File: config.mk
export PLATFORM = sky130hd
export DESIGN_NAME = ccd_sqrt_cell
export DESIGN_NICKNAME = d
export VERILOG_FILES = /design/src/hdl/ccd_pkg.sv /design/src/hdl/ccd_sqrt_cell.sv
export SDC_FILE = /design/constraint.sdc
export NUM_CORES = 1
export LEC_CHECK = 0
export ABC_AREA = 1
export BUFFER_PORTS_ARGS = -buffer_cell sky130_fd_sc_hd__clkbuf_2
export CAP_MARGIN = 20
export CELL_PAD_IN_SITES_DETAIL_PLACEMENT = 1
export CELL_PAD_IN_SITES_GLOBAL_PLACEMENT = 1
export CORE_ASPECT_RATIO = 1.5
export CORE_MARGIN = 3
export CORE_UTILIZATION = 38
export DETAILED_ROUTE_END_ITERATION = 16
export PLACE_DENSITY_LB_ADDON = 0.1
export SLEW_MARGIN = 20
export SYNTH_ARGS = -nofsm -noshare
export SYNTH_HDL_FRONTEND = slang
export SYNTH_SLANG_ARGS = --single-unit
File: constraint.sdc
create_clock -name aclk -period 4.9 [get_ports aclk]
set_input_delay 0.735 -clock aclk [delete_from_list [all_inputs] [get_ports aclk]]
set_output_delay 0.735 -clock aclk [all_outputs]
set_load 0.05 [all_outputs]
File: src/hdl/ccd_pkg.sv
// Shared types and constants for the cylinder collision displacement block.
`timescale 1ns / 1ps

package ccd_pkg;

    localparam int COORD_W     = 16;
    localparam int RADIUS_W    = 15;
    localparam int SQ_W        = 32;
    localparam int ROOT_W      = 16;
    localparam int SQRT_CELLS  = SQ_W / 2;
    localparam int FRAC_BITS_D = 12;
    localparam logic [RADIUS_W-1:0] DIST_MAX = '1;

    // Per-item context carried along the whole pipe
    typedef struct packed {
        logic                       yrej;
        logic signed [COORD_W-1:0]  rsum;
        logic signed [COORD_W-1:0]  dx;
        logic signed [COORD_W-1:0]  dz;
    } ctx_t;

    // Square root cell data
    typedef struct packed {
        ctx_t               ctx;
        logic [SQ_W-1:0]    sq;
        logic [17:0]        rem;
        logic [ROOT_W-1:0]  root;
    } sqrt_t;

    // Distance/depth results carried through the divider
    typedef struct packed {
        ctx_t                       ctx;
        logic [RADIUS_W-1:0]        dlen;
        logic signed [COORD_W-1:0]  depth;
        logic                       ov;
        logic                       go;
    } res_t;

endpackage

File: src/hdl/ccd_sqrt_cell.sv
// One digit cell of the pipelined integer square root.
`timescale 1ns / 1ps

module ccd_sqrt_cell (
    input  logic            aclk,
    input  logic            aresetn,
    input  logic            en,
    input  logic            in_valid,
    input  ccd_pkg::sqrt_t  in_data,
    output logic            out_valid,
    output ccd_pkg::sqrt_t  out_data
);

    logic           valid_reg;
    ccd_pkg::sqrt_t data_reg;
    ccd_pkg::sqrt_t data_next;
    logic [19:0]    rem2;
    logic [19:0]    trial;

    // Bring down two bits, try root*4+1
    always_comb begin
        rem2  = {in_data.rem, in_data.sq[ccd_pkg::SQ_W-1 -: 2]};
        trial = {2'b00, in_data.root, 2'b01};
        data_next     = in_data;
        data_next.sq  = {in_data.sq[ccd_pkg::SQ_W-3:0], 2'b00};
        if (rem2 >= trial) begin
            data_next.rem  = 18'(rem2 - trial);
            data_next.root = {in_data.root[ccd_pkg::ROOT_W-2:0], 1'b1};
        end else begin
            data_next.rem  = rem2[17:0];
            data_next.root = {in_data.root[ccd_pkg::ROOT_W-2:0], 1'b0};
        end
    end

    always_ff @(posedge aclk) begin
        if (!aresetn) begin
            valid_reg <= 1'b0;
        end else if (en) begin
            valid_reg <= in_valid;
        end
    end

    always_ff @(posedge aclk) begin
        if (en) begin
            data_reg <= data_next;
        end
    end

    assign out_valid = valid_reg;
    assign out_data  = data_reg;

endmodule

==> impl_metrics.csv <==
group,metric,value,unit
synth,yosys.area_share.simple,14.5,%
synth,syn_inst,381,
critical_path,worst-path-buf-inv,3,
synth,yosysWarnings,0,
timing,relSlewSlack,27.4,%
place,gp_congestion,0.874,
floorplanning,rows,49,
synth,synthMuxAreaShare,0,%
clock_tree,clock_latency,0.40,ns
synth,synthTopCellsByArea,"edfxtp_1 70%, nand2_1 7.9%, ha_1 4.7%, inv_1 3.6%, nand3_1 1.9%",
floorplanning,fp.dieH,144,um
hold_path,worst_hold_path.num_cells,1,
floorplanning,initial_core_util,39.6,%
critical_path,start_kind,"primary input",
power,p_per_area,452,nW/um2
timing,hold_viol_final,0,
clock_tree,cts_buffer_depth,2,
run_status,status,"finished, final reports clean",
routing,ant_nets,0,
synth,ys_ff_latch,114,
synth,synth-seq-area-share,70.6,%
routing,wl_per_cell,19.0,um
timing,finalCritPeriodShare,45.6,%
synth,synth_compound_area_share,3.36,%
timing,finalSetupViolCount,0,
routing,vias,3772,
synth,synth.top_cell.area_share,70.2,%
timing,fin_crit,2.24,ns
critical_path,worstPathCellList,"clkbuf_2 > inv_1 > ha_1 > a21oi_1 > nand2_1 > nand3_1 > nand3_2 > nand2_1 > nand2_4 > inv_4 > o21ai_2",
routing,drt-initial-drc-count,155,
timing,setup_tns,0,ns
synth,synth_top_family_by_area,"simple AND/OR/NAND/NOR gates",
synth,synthXorXnorAreaFrac,1.81,%
timing,rsz0062_at_grt,"no",
clock_tree,cts_sinks,114,
synth,syn_area,4830,um2
global_route,grt.overflow.total,0,
final_layout,drive_above_1_share,44.7,%
clock_tree,cts_tree,"built",
timing,max_freq,0.447,GHz
critical_path,crit_top_cell,"nand2_1",
clock_tree,root_buffer,"clkbuf_16",
routing,drtPass1Iterations,5,
clock_tree,cts_max_level,4,
critical_path,crit_type,"in -> reg",
floorplanning,die_x,98.1,um
floorplanning,fp.dieArea,14100,um2
clock_tree,cts_hold_buffers,0,
global_route,antenna_found_initial,0,
synth,synthAdderAreaFrac,4.66,%
floorplanning,fp.coreArea,12200,um2
critical_path,slowest_stage,"ha_1",
hold_path,min-delay-path-class,"in -> reg",
routing,route.detailed.drc,0,
critical_path,rr_worst_depth,2,
floorplanning,ios,235,
critical_path,arrival,2.39,ns
place,portBuffers,232,
final_layout,nFillCells,1412,
power,leakage,3.19,nW
clock_tree,cts_resized,0,
final_layout,final_cells,795,
timing,fin_skew,0,ns
critical_path,cp.depth,11,
critical_path,cpLargestDelayFamily,"simple AND/OR/NAND/NOR gates",
routing,drt-total-wl,15100,um
place,hpwl,12100,um
critical_path,required,5.05,ns
timing,maxSlewViolCount,0,
place,dp.cells,763,
synth,synth.avg_cell_area,12.7,um2
final_layout,fin_nets,766,
global_route,grt_pass1_vias,3975,
run,max-cap-violations,0,
critical_path,crit_path_max_fanout,25,
global_route,grt_pass1_wl,22500,um
timing,tightest_slew,1.09,ns
clock_tree,post-cts-setup-buffers,0,
synth,yosys.area.top_type,"edfxtp_1",
power,ir_drop,0.284,mV
synth,ys_types,30,
clock_tree,cts_buffers,17,
critical_path,critPathMaxStageDelay,0.36,ns
clock_tree,path_clk_slew,0.06,ns
final_layout,antenna_cells,0,
critical_path,end_kind,"flop",
global_route,grt_max_degree,84,
global_route,grt_use_total,21.4,%
routing,vias_per_cell,4.74,
final_layout,synthToLayoutAreaGrowth,38.9,%
==> layout make-up <==
cell class,count,area [um2],share of cell area (%)
Sequential cell,114,3410,50.8
Multi-Input combinational cell,214,1190,17.7
Timing Repair Buffer,233,1170,17.4
Clock buffer,18,429,6.39
Tap cell,153,191,2.85
Inverter,49,186,2.78
Clock inverter,14,139,2.07
==> cells in the final DEF (no fill, tap or decap), types with 6 or more instances in the layout <==
cell / count
a21oi_1: 13
inv_1: 47
clkbuf_2: 231
nand3b_1: 6
xnor2_1: 6
nand3_1: 18
edfxtp_1: 113
nor2_1: 14
nand2_1: 102
o21ai_2: 8
ha_1: 18
clkbuf_16: 17
==> worst paths after layout <==
| check | start | end | slack [ns] |
|---|---|---|---|
| setup / recovery | in_data[1] | out_data[21] | 2.66 |
| hold / removal | in_data[114] | out_data[114] | 0.50 |
| setup reg to reg | out_valid | out_valid | 4.18 |
| hold reg to reg | out_valid | out_valid | 0.60 |
==> cells by family (layout without fill, tap and decap cells) <==
logic type | Yosys count | count (layout)
compound gates | 26 | 26
xor+xnor | 10 | 10
fa+ha+maj | 18 | 18
buf+inv | 54 | 314
flops | 114 | 114
other cells | 1 | 2
simple gates | 158 | 158
==> stage by stage <==
step | utilization [%] | instance area, um2 | hold slack (ns) | worst slack [ns] | total power [W]
3_3_place_gp | 50.4 | 6150 | 0.534 | 2.24 | 0.00186
4_1_cts | 55.1 | 6720 | 0.485 | 2.63 | 0.00307
2_1_floorplan | - | 4840 | 0.753 | 2.69 | 0.00168
3_5_place_dp | 50.4 | 6150 | 0.543 | 2.20 | 0.00188
6_report | 55.1 | 6720 | 0.502 | 2.66 | 0.00303
5_1_grt | 55.1 | 6720 | 0.479 | 2.47 | 0.00316
==> worst reg2reg max path, cell delays in order (launching register included) <==
cell,delay [ns]
dfxtp_1,0.32
o21ai_0,0.19
a21oi_1,0.06
==> where the power goes <==
group	internal (W)	switching, W	total [W]
Combinational	0.000152	0.000493	0.000645
Sequential	0.00118	0.0000270	0.00121
Clock	0.000745	0.000438	0.00118
Total	0.00207	0.000958	0.00303
==> metal layers <==
| layer | up-vias | wire length [um] | global-route usage [%] |
|---|---|---|---|
| li1 | 1796 | - | - |
| met1 | 1794 | 5240 | 22.2 |
| met2 | 163 | 8450 | 41.2 |
| met3 | 19 | 1090 | 5.74 |
| met4 | 0 | 309 | 7.22 |
| met5 | - | 0 | 0 |
==> cell usage after synthesis (all sizes together) <==
cell    count
a21oi      13
and2        1
buf         5
conb        1
dfxtp       1
edfxtp    113
ha         18
inv        49
nand2     108
nand3      19
nand3b      6
nand4       2
nor2       18
nor3        2
nor3b       1
o21ai      12
o21bai      1
or2         1
xnor2       6
xor2        4
==> registers in the layout, indices dropped and copies added (netlist names) <==
name / cells
out_valid: 1
out_data: 113
No activity file was read; power rests on OpenSTA's default activity.
