**src/hdl/ccd_pkg.sv**
```systemverilog
// Shared types and constants for the cylinder collision displacement block.
`timescale 1ns / 1ps

package ccd_pkg;

    localparam int COORD_W     = 16;
    localparam int RADIUS_W    = 15;
    localparam int SQ_W        = 32;
    localparam int ROOT_W      = 16;
    localparam int SQRT_CELLS  = SQ_W / 2;
    localparam int FRAC_BITS_D = 12;
    localparam logic [RADIUS_W-1:0] DIST_MAX = '1;

    // Per-item context carried along the whole pipe
    typedef struct packed {
        logic                       yrej;
        logic signed [COORD_W-1:0]  rsum;
        logic signed [COORD_W-1:0]  dx;
        logic signed [COORD_W-1:0]  dz;
    } ctx_t;

    // Square root cell data
    typedef struct packed {
        ctx_t               ctx;
        logic [SQ_W-1:0]    sq;
        logic [17:0]        rem;
        logic [ROOT_W-1:0]  root;
    } sqrt_t;

    // Distance/depth results carried through the divider
    typedef struct packed {
        ctx_t                       ctx;
        logic [RADIUS_W-1:0]        dlen;
        logic signed [COORD_W-1:0]  depth;
        logic                       ov;
        logic                       go;
    } res_t;

endpackage

```
**src/hdl/ccd_div_cell.sv**
```systemverilog
// One quotient-bit cell of the pipelined restoring divider.
`timescale 1ns / 1ps

module ccd_div_cell #(
    parameter int NW = ccd_pkg::RADIUS_W + ccd_pkg::FRAC_BITS_D
) (
    input  logic                            aclk,
    input  logic                            aresetn,
    input  logic                            en,
    input  logic                            in_valid,
    input  ccd_pkg::res_t                   in_res,
    input  logic [NW-1:0]                   in_num,
    input  logic [NW-1:0]                   in_quo,
    input  logic [ccd_pkg::RADIUS_W-1:0]    in_rem,
    output logic                            out_valid,
    output ccd_pkg::res_t                   out_res,
    output logic [NW-1:0]                   out_num,
    output logic [NW-1:0]                   out_quo,
    output logic [ccd_pkg::RADIUS_W-1:0]    out_rem
);

    logic                           valid_reg;
    ccd_pkg::res_t                  res_reg;
    logic [NW-1:0]                  num_reg;
    logic [NW-1:0]                  quo_reg;
    logic [ccd_pkg::RADIUS_W-1:0]   rem_reg;
    logic [ccd_pkg::RADIUS_W:0]     rem2;
    logic [ccd_pkg::RADIUS_W:0]     dvs;
    logic                           qbit;
    logic [ccd_pkg::RADIUS_W-1:0]   rem_next;

    // Shift in next numerator bit, subtract divisor if it fits
    always_comb begin
        rem2 = {in_rem, in_num[NW-1]};
        dvs  = {1'b0, in_res.dlen};
        qbit = (rem2 >= dvs);
        if (qbit) begin
            rem_next = ccd_pkg::RADIUS_W'(rem2 - dvs);
        end else begin
            rem_next = rem2[ccd_pkg::RADIUS_W-1:0];
        end
    end

    always_ff @(posedge aclk) begin
        if (!aresetn) begin
            valid_reg <= 1'b0;
        end else if (en) begin
            valid_reg <= in_valid;
        end
    end

    always_ff @(posedge aclk) begin
        if (en) begin
            res_reg <= in_res;
            num_reg <= {in_num[NW-2:0], 1'b0};
            quo_reg <= {in_quo[NW-2:0], qbit};
            rem_reg <= rem_next;
        end
    end

    assign out_valid = valid_reg;
    assign out_res   = res_reg;
    assign out_num   = num_reg;
    assign out_quo   = quo_reg;
    assign out_rem   = rem_reg;

endmodule

```
**config.mk**
```make
export PLATFORM = sky130hd
export DESIGN_NAME = ccd_div_cell
export DESIGN_NICKNAME = d
export VERILOG_FILES = /design/src/hdl/ccd_pkg.sv /design/src/hdl/ccd_div_cell.sv
export SDC_FILE = /design/constraint.sdc
export NUM_CORES = 1
export LEC_CHECK = 0
export BUFFER_PORTS_ARGS = -buffer_cell sky130_fd_sc_hd__buf_2
export CAP_MARGIN = 30
export CORE_ASPECT_RATIO = 1.5
export CORE_MARGIN = 10
export CORE_UTILIZATION = 38
export DETAILED_ROUTE_END_ITERATION = 16
export MAX_ROUTING_LAYER = met4
export PLACE_DENSITY = 0.76
export RECOVER_POWER = 25
export SYNTH_ARGS = -nofsm -noshare
export SYNTH_HDL_FRONTEND = slang
export SYNTH_SLANG_ARGS = --single-unit
```
**constraint.sdc**
```tcl
create_clock -name aclk -period 3.7 [get_ports aclk]
set_input_delay 0.74 -clock aclk [delete_from_list [all_inputs] [get_ports aclk]]
set_output_delay 0.74 -clock aclk [all_outputs]
set_load 0.1 [all_outputs]
```
==> results.txt <==
GRT Total Usage = 16.2%
Max Cap Viol = 0
wirelength, routed = 16300 um
status = complete, no violations
CTS hold repair buffers = 0
DP Wirelength = 13100 um
ranking of synthesized cells by area = edfxtp_1, ha_1, inv_1
Final period util = 83.5%
Routed Antenna Nets = 0
Setup crit start = in_num[26]
Iteration-0 DRC Markers = 343
routed vias = 3766
Synth Register Bits = 151
Rel. slew slack = 63.0%
gpl congestion = 0.835
worst r2r src = out_valid
Synth Cell Area = 5560 um2
Synth top area share = 81.1%
CTS tree = done
Final Hold Viols = 0
max-slew violation count = 0
Synth Area per Inst = 19.6 um2
# DRC = 0
Simple-Gate Fraction of Synth Area = 2.63%
cts bufs inserted = 17
number of fill cells in the layout = 1234
Worst IR Drop VDD = 0.000274 V
CP startpoint kind = input pin
Unique masters post-synth = 43
Critical Path AT = 3.24 ns
total negative slack = 0 ns
pwr dens = 666 nW/um2
post-CTS setup buffers = 0
worst-margin pin slew = 0.555 ns
I/O Buffers = 304
die width = 119 um
Clock Skew = 0 ns
Seq/Total Area, Yosys = 81.4%
minimum clock period = 3.09 ns
multiplexer share of the synthesized area = 3.11%
Synth warnings = 0
EDFF count, synth = 150
largest net degree at the start of global routing = 60
global-route wire length before repair = 24100 um
clk sink count = 151
Die Y = 168 um
final setup fails = 0
Clock Path Buffers = 2
htree depth = 4
Hold WS = 0.501 ns
Req. time, crit path = 3.85 ns
RSZ-0062 raised after global routing = no
post-synthesis adder-cell area fraction = 3.74%
share of post-route cells with drive strength above 1 = 57.4%
CP Class = in2reg
gr ovfl total = 0
HP Start = in_res[51]
Syn-to-layout area delta = 42.8%
initial core utilization = 38.4%
post-DR vias/cell = 4.60
initial antenna violation count = 1
Hold WC Path Type = in2reg
Leakage Power = 3.48 nW
Post-synth ARST share = 0%
Top FF cell, synth = edfxtp_1
CTS Root Cell = clkbuf_16
First-pass DRT Iterations = 4
most frequent cell after synthesis = edfxtp_1
Max Fanout on Critical Path = 6
Placed Cells = 786
Commonest cells post-synth = edfxtp_1, inv_1, ha_1, nor2_1
Post-Syn Instances = 284
Final Net Count = 780
Power Total = 5.28 mW
post-cts resize count = 0
DR WL/cell = 19.9 um
vias in the first global route = 4054
Cell Rows = 54
CP Capture Type = flip-flop
clk slew on worst S/H paths = 0.07 ns
die area = 20000 um2
Syn Nets = 455
core area = 14500 um2
fmax = 0.324 GHz
post-synthesis compound-gate area fraction = 5.92%
main combinational cell family by area after synthesis = compound AO/OA/AOI/OAI gates
final non-filler cell total = 819
post-synth top area cell = edfxtp_1
Clk Latency, worst-skew pair = 0.41 ns
XOR/XNOR Fraction of Synth Area = 1.42%
I/O Pins = 307
-- through the flow --
| step | util [%] | cell area, um2 | setup WS, ns |
|---|---|---|---|
| CTS | 54.9 | 7930 | 0.641 |
| global placement | 50.9 | 7370 | 0.291 |
| finish | 54.9 | 7930 | 0.610 |
| detailed placement | 50.9 | 7370 | 0.214 |
| floorplan | - | 5560 | 0.622 |
| global route | 54.9 | 7930 | 0.457 |
-- report_power, final --
part	internal, mW	switching (mW)	total (mW)
sequential	2.05	0.0341	2.09
combinational	0.251	1.30	1.55
clock	0.943	0.706	1.65
-- sequential cells by signal, summed over array words and instances (netlist names) --
| signal | cells |
|---|---|
| out_rem | 15 |
| out_num | 26 |
| out_res | 82 |
| out_valid | 1 |
| out_quo | 27 |
-- cells in the final DEF, fill, tap and decap left out, types with 2 or more instances in the layout --
| cell | count |
|---|---|
| clkbuf_1 | 3 |
| inv_1 | 20 |
| xnor2_1 | 7 |
| a21o_1 | 2 |
| a211oi_1 | 2 |
| mux2i_1 | 3 |
| nand2_1 | 6 |
| a31oi_2 | 2 |
| buf_2 | 301 |
| o31ai_1 | 2 |
| buf_4 | 2 |
| a21oi_1 | 7 |
| a31o_2 | 2 |
| o21ai_0 | 3 |
| mux2_2 | 6 |
| nand3_1 | 4 |
| clkinvlp_4 | 2 |
| buf_12 | 2 |
| o211a_1 | 2 |
| clkbuf_16 | 17 |
| ha_1 | 15 |
| a311oi_1 | 2 |
| nor2_1 | 14 |
| xor2_1 | 2 |
| a31oi_1 | 2 |
| o21a_1 | 3 |
| edfxtp_1 | 150 |
| inv_6 | 5 |
| clkinv_4 | 4 |
| mux2_4 | 5 |
| nor2b_1 | 3 |
-- worst max-delay path, stage by stage --
cell       delay, ns
buf_2           0.08
inv_1           0.05
ha_1            0.21
fa_1            0.41
and2b_1         0.25
o2111ai_2       0.16
a31oi_2         0.36
a31oi_2         0.12
o21ai_4         0.28
buf_4           0.22
mux2_2          0.35
-- cell type report --
class | instances | area, um2 | area share [%]
antenna | 1 | 2.50 | 0.0315
clock buffer | 18 | 429 | 5.41
clock inverter | 14 | 139 | 1.75
inverter | 20 | 75.1 | 0.946
multi-input combinational | 111 | 938 | 11.8
sequential | 151 | 4520 | 57.0
tap | 196 | 245 | 3.09
timing repair buffer | 308 | 1580 | 19.9
-- cell families after synthesis --
| logic type | after synthesis |
|---|---|
| DFF | 151 |
| AOI/OAI and AO/OA | 39 |
| and+or+nand+nor | 32 |
| buffers and inverters | 22 |
| adders and majority gates | 16 |
| muxes | 14 |
| xor gates and xnor gates | 9 |
| other | 1 |
-- per-layer routing --
layer	global-route usage (%)	part of all wire, %	vias to the layer above
met5	-	0	-
met4	4.58	1.2	0
met3	5.69	6.8	13
met2	28.9	56	168
met1	16.5	36	1833
li1	-	-	1752
-- path summary, 6_finish.rpt --
| check | to | slack, ns | cells past startpoint |
|---|---|---|---|
| setup / recovery | out_rem[6] | 0.61 | 11 |
| hold / removal | out_res[51] | 0.50 | 1 |
| setup reg to reg | out_valid | 3.09 | 2 |
| hold reg to reg | out_valid | 0.55 | 2 |
Power figures use the tool's default switching activity.
